File: config.mk
export PLATFORM = sky130hd
export DESIGN_NAME = embgm_mac
export DESIGN_NICKNAME = d
export VERILOG_FILES = /design/src/rtl/core/embgm_pkg.sv /design/src/rtl/core/embgm_mac.sv
export SDC_FILE = /design/constraint.sdc
export NUM_CORES = 1
export LEC_CHECK = 0
export ABC_AREA = 1
export BUFFER_PORTS_ARGS = -buffer_cell sky130_fd_sc_hd__buf_4
export CAP_MARGIN = 10
export CELL_PAD_IN_SITES_DETAIL_PLACEMENT = 0
export CELL_PAD_IN_SITES_GLOBAL_PLACEMENT = 1
export CORE_MARGIN = 1.5
export CORE_UTILIZATION = 41
export DETAILED_ROUTE_END_ITERATION = 8
export GPL_ROUTABILITY_DRIVEN = 0
export PLACE_DENSITY = 0.87
export SYNTH_ARGS = -nofsm -noshare
export SYNTH_HDL_FRONTEND = slang
export SYNTH_SLANG_ARGS = --single-unit
File: constraint.sdc
create_clock -name i_clk -period 5.6 [get_ports i_clk]
set_clock_uncertainty 0.2 [all_clocks]
set_input_delay 0.28 -clock i_clk [delete_from_list [all_inputs] [get_ports i_clk]]
set_output_delay 0.28 -clock i_clk [all_outputs]
set_load 0.01 [all_outputs]
File: src/rtl/core/embgm_pkg.sv
`timescale 1ns / 1ps

package embgm_pkg;

    // Accumulator / similarity width, Q8.30
    localparam int ACC_W = 38;
    localparam int THR_W = 32;
    localparam int SLOT_FIELD_W = 6;
    localparam int QUAL_W = 16;
    localparam int OP_W = 3;

    localparam logic signed [ACC_W-1:0] ACC_MAX = {1'b0, {(ACC_W-1){1'b1}}};
    localparam logic signed [ACC_W-1:0] ACC_MIN = {1'b1, {(ACC_W-1){1'b0}}};

    localparam logic signed [THR_W-1:0] THRESH_RESET = 32'sd536870912;

    // improve rule: new * 20 > stored * 23
    localparam int Q_NUM = 20;
    localparam int Q_DEN = 23;

    typedef logic [OP_W-1:0] t_op;
    localparam t_op OP_ASSIGN   = 3'd0;
    localparam t_op OP_IMPROVE  = 3'd1;
    localparam t_op OP_IDENTIFY = 3'd2;
    localparam t_op OP_RESET    = 3'd3;
    localparam t_op OP_REMOVE   = 3'd4;
    localparam t_op OP_ADD      = 3'd5;

    typedef enum logic [3:0] {
        S_IDLE  = 4'b0001,
        S_EXEC  = 4'b0010,
        S_SWEEP = 4'b0100,
        S_FIN   = 4'b1000
    } t_state;

    // control that travels with one MAC beat
    typedef struct packed {
        logic valid;
        logic enrolled;
        logic first;   // first element: previous accumulator reads as zero
        logic track;   // last full element: track the running best
    } t_mac_ctl;

endpackage

File: src/rtl/core/embgm_mac.sv
`timescale 1ns / 1ps

module embgm_mac
    import embgm_pkg::*;
#(
    parameter int ELEMENT_BITS = 16,
    parameter int SLOT_W = 6
) (
    input  logic                           i_clk,
    input  logic                           i_rst_n,
    input  t_mac_ctl                       i_ctl,
    input  logic [SLOT_W-1:0]              i_slot,
    input  logic signed [ELEMENT_BITS-1:0] i_elem,
    input  logic signed [ELEMENT_BITS-1:0] i_gal,
    input  logic signed [ACC_W-1:0]        i_acc,
    input  logic                           i_best_init,
    input  logic signed [THR_W-1:0]        i_thresh,
    output logic                           o_busy,
    output logic                           o_acc_we,
    output logic [SLOT_W-1:0]              o_acc_slot,
    output logic signed [ACC_W-1:0]        o_acc_data,
    output logic                           o_found,
    output logic [SLOT_W-1:0]              o_best_slot,
    output logic signed [ACC_W-1:0]        o_best,
    output logic                           o_match
);

    localparam int PROD_W = 2 * ELEMENT_BITS;
    localparam int SUM_W  = ((PROD_W > ACC_W) ? PROD_W : ACC_W) + 1;
    localparam int BEST_W = (PROD_W - 1 > ACC_W) ? PROD_W - 1 : ACC_W;
    localparam logic signed [BEST_W-1:0] MINUS_ONE =
        BEST_W'(-(64'sd1 <<< (PROD_W - 2)));

    t_mac_ctl                   r_ctl;
    logic [SLOT_W-1:0]          r_slot;
    logic signed [PROD_W-1:0]   r_prod;
    logic signed [ACC_W-1:0]    r_acc;
    logic signed [BEST_W-1:0]   r_best;
    logic                       r_found;
    logic [SLOT_W-1:0]          r_best_slot;

    logic signed [SUM_W-1:0]    w_sum;
    logic signed [ACC_W-1:0]    w_sat;
    logic signed [ACC_W-1:0]    w_prev;

    // stage A: product
    always_ff @(posedge i_clk) begin
        if (!i_rst_n) begin
            r_ctl <= '0;
        end else begin
            r_ctl <= i_ctl;
        end
        r_slot <= i_slot;
        r_prod <= i_elem * i_gal;
        r_acc  <= i_acc;
    end

    // stage B: saturating accumulate
    always_comb begin
        w_prev = r_ctl.first ? '0 : r_acc;
        w_sum  = SUM_W'(r_prod) + SUM_W'(w_prev);
        if (w_sum > SUM_W'(ACC_MAX)) begin
            w_sat = ACC_MAX;
        end else if (w_sum < SUM_W'(ACC_MIN)) begin
            w_sat = ACC_MIN;
        end else begin
            w_sat = ACC_W'(w_sum);
        end
    end

    always_ff @(posedge i_clk) begin
        if (!i_rst_n) begin
            r_found <= 1'b0;
        end else if (i_best_init) begin
            r_found <= 1'b0;
        end else if (r_ctl.valid && r_ctl.enrolled && r_ctl.track &&
                     BEST_W'(w_sat) > r_best) begin
            r_found <= 1'b1;
        end
        if (i_best_init) begin
            r_best      <= MINUS_ONE;
            r_best_slot <= '0;
        end else if (r_ctl.valid && r_ctl.enrolled && r_ctl.track &&
                     BEST_W'(w_sat) > r_best) begin
            r_best      <= BEST_W'(w_sat);
            r_best_slot <= r_slot;
        end
    end

    assign o_busy      = r_ctl.valid;
    assign o_acc_we    = r_ctl.valid && r_ctl.enrolled;
    assign o_acc_slot  = r_slot;
    assign o_acc_data  = w_sat;
    assign o_found     = r_found;
    assign o_best_slot = r_best_slot;
    assign o_best      = ACC_W'(r_best);
    assign o_match     = r_found && (r_best >= BEST_W'(i_thresh));

endmodule

==> out/summary.txt, run 1 <==
status: completed
CTS Buffer Depth: 2
post-route minimum period: 5410 ps
Worst Path Max Fanout: 7
Die ar.: 46700 µm²
overall routed net length: 50900 µm
GRT Total Usage: 22.5%
YS warnings: 0
Setup Crit Path Kind: input port to flop
NumNets Final: 3444
Synth Instances: 2534
critical path data arrival time: 5540 ps
CTS Root Cell: clkbuf_16
largest net degree at the start of global routing: 44
Mean Syn Cell Area: 7.35 µm²
Starting Density: 41.8%
antenna violation net count after detailed routing: 0
Req. time, crit path: 5730 ps
post-layout util: 51.4%
row cnt: 77
CTS clk-pin slew, worst paths: 60 ps
CTS buffer count: 17
area grow syn2layout: 22.7%
number of flops mapped to enable cells by yosys: 0
synth unique cells: 38
hold slack final: 76.8 ps
normalized max-slew margin: 47.4%
Routed wire per std cell: 14.6 µm
Fill cells: 4347
post-synthesis register bit count: 125
# diodes: 0
fin. max-slew vios: 0
post-synthesis sequential area ratio: 13.4%
critical path startpoint category: input port
Port Buffers: 206
Ports: 207
Synth top area share: 28.3%
initial antenna violation count: 0
RSZ-0062 raised after global routing: yes
CP endpoint kind: flop
worst-skew pair later-pin latency: 440 ps
setup violators final: 0
FF+latch area: 2500 µm²
core area: 44500 µm²
DIE WIDTH: 216 µm
top-count cell post-synth: nand2_1
DR pass1 iterations: 7
CTS tree: done
largest cells by area after synthesis: fa_1, dfxtp_1, ha_1
Hold Vio Cnt, Final: 0
Post-Syn Area: 18600 µm²
Post-Place Cells: 3389
Setup Buffers After CTS: 0
max-cap viol count: 0
Setup TNS: 0 ps
clock sinks: 125
DP HPWL: 44200 µm
total number of vias: 16700
Non-Filler Instances: 3475
layout cell share with drive strength beyond 1: 15.3%
HP Class: input port to flop
Die Ht: 216 µm
First DRT Iteration DRCs: 773
worst reg-to-reg setup slack: 610 ps
grt total ovfl: 0
Multi-input gate area: 13500 µm²
Via density: 4.80
H-tree Lvls: 4
area leader, netlist: fa_1
Tcrit/Tclk final: 96.6%
asr flop ratio synth: 0%
first-pass GRT wire length: 84800 µm
Synthesized Nets: 3108
vias in the first global route: 17600
Slew @ Worst Pin: 789 ps
most instantiated cells after synthesis: nand2_1, inv_1, fa_1
DRC: 0
top_reg_cell synth: dfxtp_1
max frequency: 185 MHz
kinds of logic (layout without fill, tap and decap cells):
logic type      after synthesis  count (layout)  synth area share, %
fa+ha+maj                   459             459                 41.4
buf+inv                     711            1060                 14.5
flops                       125             125                 13.4
xor+xnor                     61              61                 2.87
simple gates                942             942                 20.8
compound gates              236             236                 6.96
registers in the layout (all words and copies together) (netlist names):
name         flops
o_found          1
o_acc_slot       6
o_best_slot      6
o_best          38
r_ctl            3
r_prod          32
r_acc           38
o_busy           1
final timing paths:
path                    startpoint                     endpoint  cells past startpoint
min reg2reg  o_acc_slot[2]$_DFF_P_  o_best_slot[2]$_SDFFE_PP0P_                      2
max                      i_gal[15]           r_prod[29]$_DFF_P_                     21
max reg2reg    r_ctl[1]$_SDFF_PN0_      o_best[24]$_SDFFE_PP0P_                     29
min                    i_best_init         o_found$_SDFFE_PP0P_                      2
area by class of cell:
class,count,area share [%]
Multi-Input combinational cell,1698,59.3
Timing Repair Buffer,392,13.6
Sequential cell,125,10.9
Inverter,636,10.4
Tap cell,592,3.24
Clock buffer,19,1.94
Clock inverter,13,0.586
critical path, cell delays in order:
cell and delay (ps):
buf_4 90, inv_1 90, buf_4 170, buf_4 130, or2_2 290, fa_1 550
inv_1 60, fa_1 550, fa_1 440, fa_1 520, fa_1 560, fa_1 440
ha_4 250, a21oi_1 180, o21ai_0 110, a31oi_1 190, nand3_2 120, a21o_1 190
nand2_1 70, nand2_1 70, xor2_1 170
through the flow:
| step | area (µm²) | setup slack (ps) |
|---|---|---|
| 2_1_floorplan | 18800 | 5.51 |
| 3_3_place_gp | 21600 | -159 |
| 3_5_place_dp | 21600 | -336 |
| 4_1_cts | 22800 | 111 |
| 5_1_grt | 22900 | -52.2 |
| 6_report | 22900 | 192 |
what timing repair did:
action / CTS / global route
hold endpoints to repair: 50 / 0
setup endpoints to repair: 0 / 51
hold buffers: 54 / 0
gates resized for setup: 0 / 15
per-layer routing:
metal	vias up	part of all wire (%)	track usage [%]
li1	8213	-	-
met1	7967	43	28.0
met3	70	5.1	2.71
met2	430	49	40.5
met4	0	2.2	6.90
met5	-	0	0
cell usage in the layout, fill, tap and decap left out, types with 3 or more instances in the layout:
cell type and n:
xnor2_1 17, a31oi_1 6, nand4_1 11, nand2_1 650, buf_4 335, inv_1 633, clkbuf_16 17, and2_1 3
nor3_1 19, or2_2 14, nand3_1 71, ha_4 6, o21bai_1 14, clkinv_4 5, dfxtp_1 125, o211ai_1 4
a21o_1 11, nand2_2 30, ha_1 190, inv_2 3, nor4_1 4, dlygate4sd3_1 54, o21a_1 8, a21oi_1 151
nand3_2 3, nor2_2 6, xor2_1 44, nor2_1 122, o21ai_0 34, fa_1 261
Power of run 1 is not shown: default switching activity piles up to over one toggle a cycle in this logic, so the estimate is an artifact.
==> inputs of run 2 (changes only) <==
--- a/config.mk
+++ b/config.mk
@@ -12,6 +12,7 @@
 export CELL_PAD_IN_SITES_GLOBAL_PLACEMENT = 1
 export CORE_MARGIN = 1.5
 export CORE_UTILIZATION = 41
+export CTS_CLUSTER_DIAMETER = 150
 export DETAILED_ROUTE_END_ITERATION = 8
 export GPL_ROUTABILITY_DRIVEN = 0
 export PLACE_DENSITY = 0.87
==> constraint.sdc (replaced) <==
create_clock -name i_clk -period 5.6 [get_ports i_clk]
set_clock_uncertainty 0.2 [all_clocks]
set_input_delay 1.12 -clock i_clk [delete_from_list [all_inputs] [get_ports i_clk]]
set_output_delay 1.12 -clock i_clk [all_outputs]
set_load 0.01 [all_outputs]
==> out/summary.txt, run 2 (synthesis gave the netlist of run 1 again) <==
CTS buffer count: 17 (unchanged)
total number of vias: 16800 (+0.55%)
Setup Crit Path Kind: input port to flop
critical path's slowest cell: fa_1
clock sinks: 125 (unchanged)
setup violators final: 14 (+14)
DR pass1 iterations: 5 (-2)
Slew @ Worst Pin: 626 ps (-163 ps)
Die ar.: 46700 µm² (unchanged)
NumNets Final: 3461 (+0.49%)
max-cap viol count: 0 (unchanged)
max incr delay on CP: 570 ps (about the same)
Worst Path Max Fanout: 4 (-3)
Via density: 4.80 (about the same)
worst-skew pair later-pin latency: 430 ps (about the same)
hold buffer count at CTS: 0 (-100%)
Routed wire per std cell: 15.0 µm (+2.7%)
violated checks: negative setup slack
Req. time, crit path: 5720 ps (about the same)
CP endpoint kind: flop
largest net degree at the start of global routing: 44 (unchanged)
CTS tree: done
initial antenna violation count: 1 (+1)
critical path data arrival time: 6030 ps (+490 ps)
grt total ovfl: 0 (unchanged)
vias in the first global route: 17600 (-0.52%)
Buf+Inv Stages, Crit Path: 8 (+3)
core area: 44500 µm² (unchanged)
layout cell share with drive strength beyond 1: 23.2% (+7.9 points)
Ports: 207 (unchanged)
# diodes: 0 (unchanged)
First DRT Iteration DRCs: 851 (+10%)
Hold Vio Cnt, Final: 0 (unchanged)
Setup TNS: -2990 ps (-2990 ps)
DP HPWL: 44300 µm (+0.41%)
most common cell after layout, fill and taps aside: inv_1
DIE WIDTH: 216 µm (unchanged)
most frequent cells in the layout: inv_1, nand2_1, buf_4, fa_1, ha_1
CTS Buffer Depth: 2 (unchanged)
Port Buffers: 206 (unchanged)
status: finished, violations left
Tcrit/Tclk final: 105% (+8.9 points)
Die Ht: 216 µm (unchanged)
fin. max-slew vios: 0 (unchanged)
PnR worst setup slack: -306 ps (-498 ps)
normalized max-slew margin: 58.1% (+11 points)
H-tree Lvls: 4 (unchanged)
area grow syn2layout: 30.0%
critical path startpoint category: input port
max frequency: 169 MHz (-8.4%)
first-pass GRT wire length: 85000 µm (+0.24%)
CTS clk-pin slew, worst paths: 60 ps (about the same)
CTS Root Cell: clkbuf_16
GRT Total Usage: 22.5% (about the same)
HP Class: flop to flop
overall routed net length: 52500 µm (+3.2%)
row cnt: 77 (unchanged)
post-route minimum period: 5910 ps (+498 ps)
Starting Density: 41.8% (unchanged)
Worst path top cell family by delay: adder cells
post-layout util: 54.4% (+3.0 points)
DRC: 0 (unchanged)
CP dominant cell by count: fa_1
RSZ-0062 raised after global routing: yes
antenna violation net count after detailed routing: 0 (unchanged)
run 2: area by class of cell:
cell class,count,area [µm²]
clock inverter,15,173
fill,4117,20300
inverter,636,2400
clock buffer,17,425
timing repair buffer,409,3620
sequential,125,2500
multi-input combinational,1698,14300
tap,592,741
run 2: path summary, 6_finish.rpt:
check	from	endpoint	depth (start not counted)	slack, ps
setup / recovery	i_gal[15]	r_prod[25]$_DFF_P_	25	-310
hold / removal	o_acc_slot[3]$_DFF_P_	o_best_slot[3]$_SDFFE_PP0P_	2	260
setup reg to reg	r_ctl[1]$_SDFF_PN0_	o_best[9]$_SDFFE_PP0P_	28	520
hold reg to reg	o_acc_slot[3]$_DFF_P_	o_best_slot[3]$_SDFFE_PP0P_	2	260
run 2: metrics by stage:
stage	setup slack [ps]	area [µm²]	hold WS, ps	instances
after floorplan	-654	19300	284	2534
after global placement	-900	22400	247	3425
after detailed placement	-1020	22400	255	3425
after CTS	-254	23600	258	3475
after global routing	-475	24200	272	3492
final	-306	24200	261	3492
run 2: worst register-to-register path, delay by kind of cell (launching register included):
| kind | cells | cell delay (ps) |
|---|---|---|
| flip-flops | 1 | 350 |
| buffers and inverters | 4 | 730 |
| AND/OR/NAND/NOR | 21 | 2740 |
| adder cells (fa/ha/maj) | 3 | 960 |
run 2: timing repair:
| action | in CTS | in global routing |
|---|---|---|
| setup buffers | 18 | 16 |
| gates resized for setup | 138 | 116 |
| setup endpoints to repair | 19 | 20 |
| pin swaps | 106 | 110 |
| gates cloned | 1 | 2 |
run 2: routing by layer:
metal / track usage (%) / wire, µm / share of wire [%] / vias up
li1: - / - / - / 8237
met1: 28.7 / 22700 / 43 / 7960
met2: 39.8 / 25500 / 49 / 501
met3: 3.52 / 3190 / 6.1 / 73
met4: 5.58 / 1060 / 2.0 / 0
met5: 0 / 0 / 0 / -
Power of run 2 is left out for the same reason.
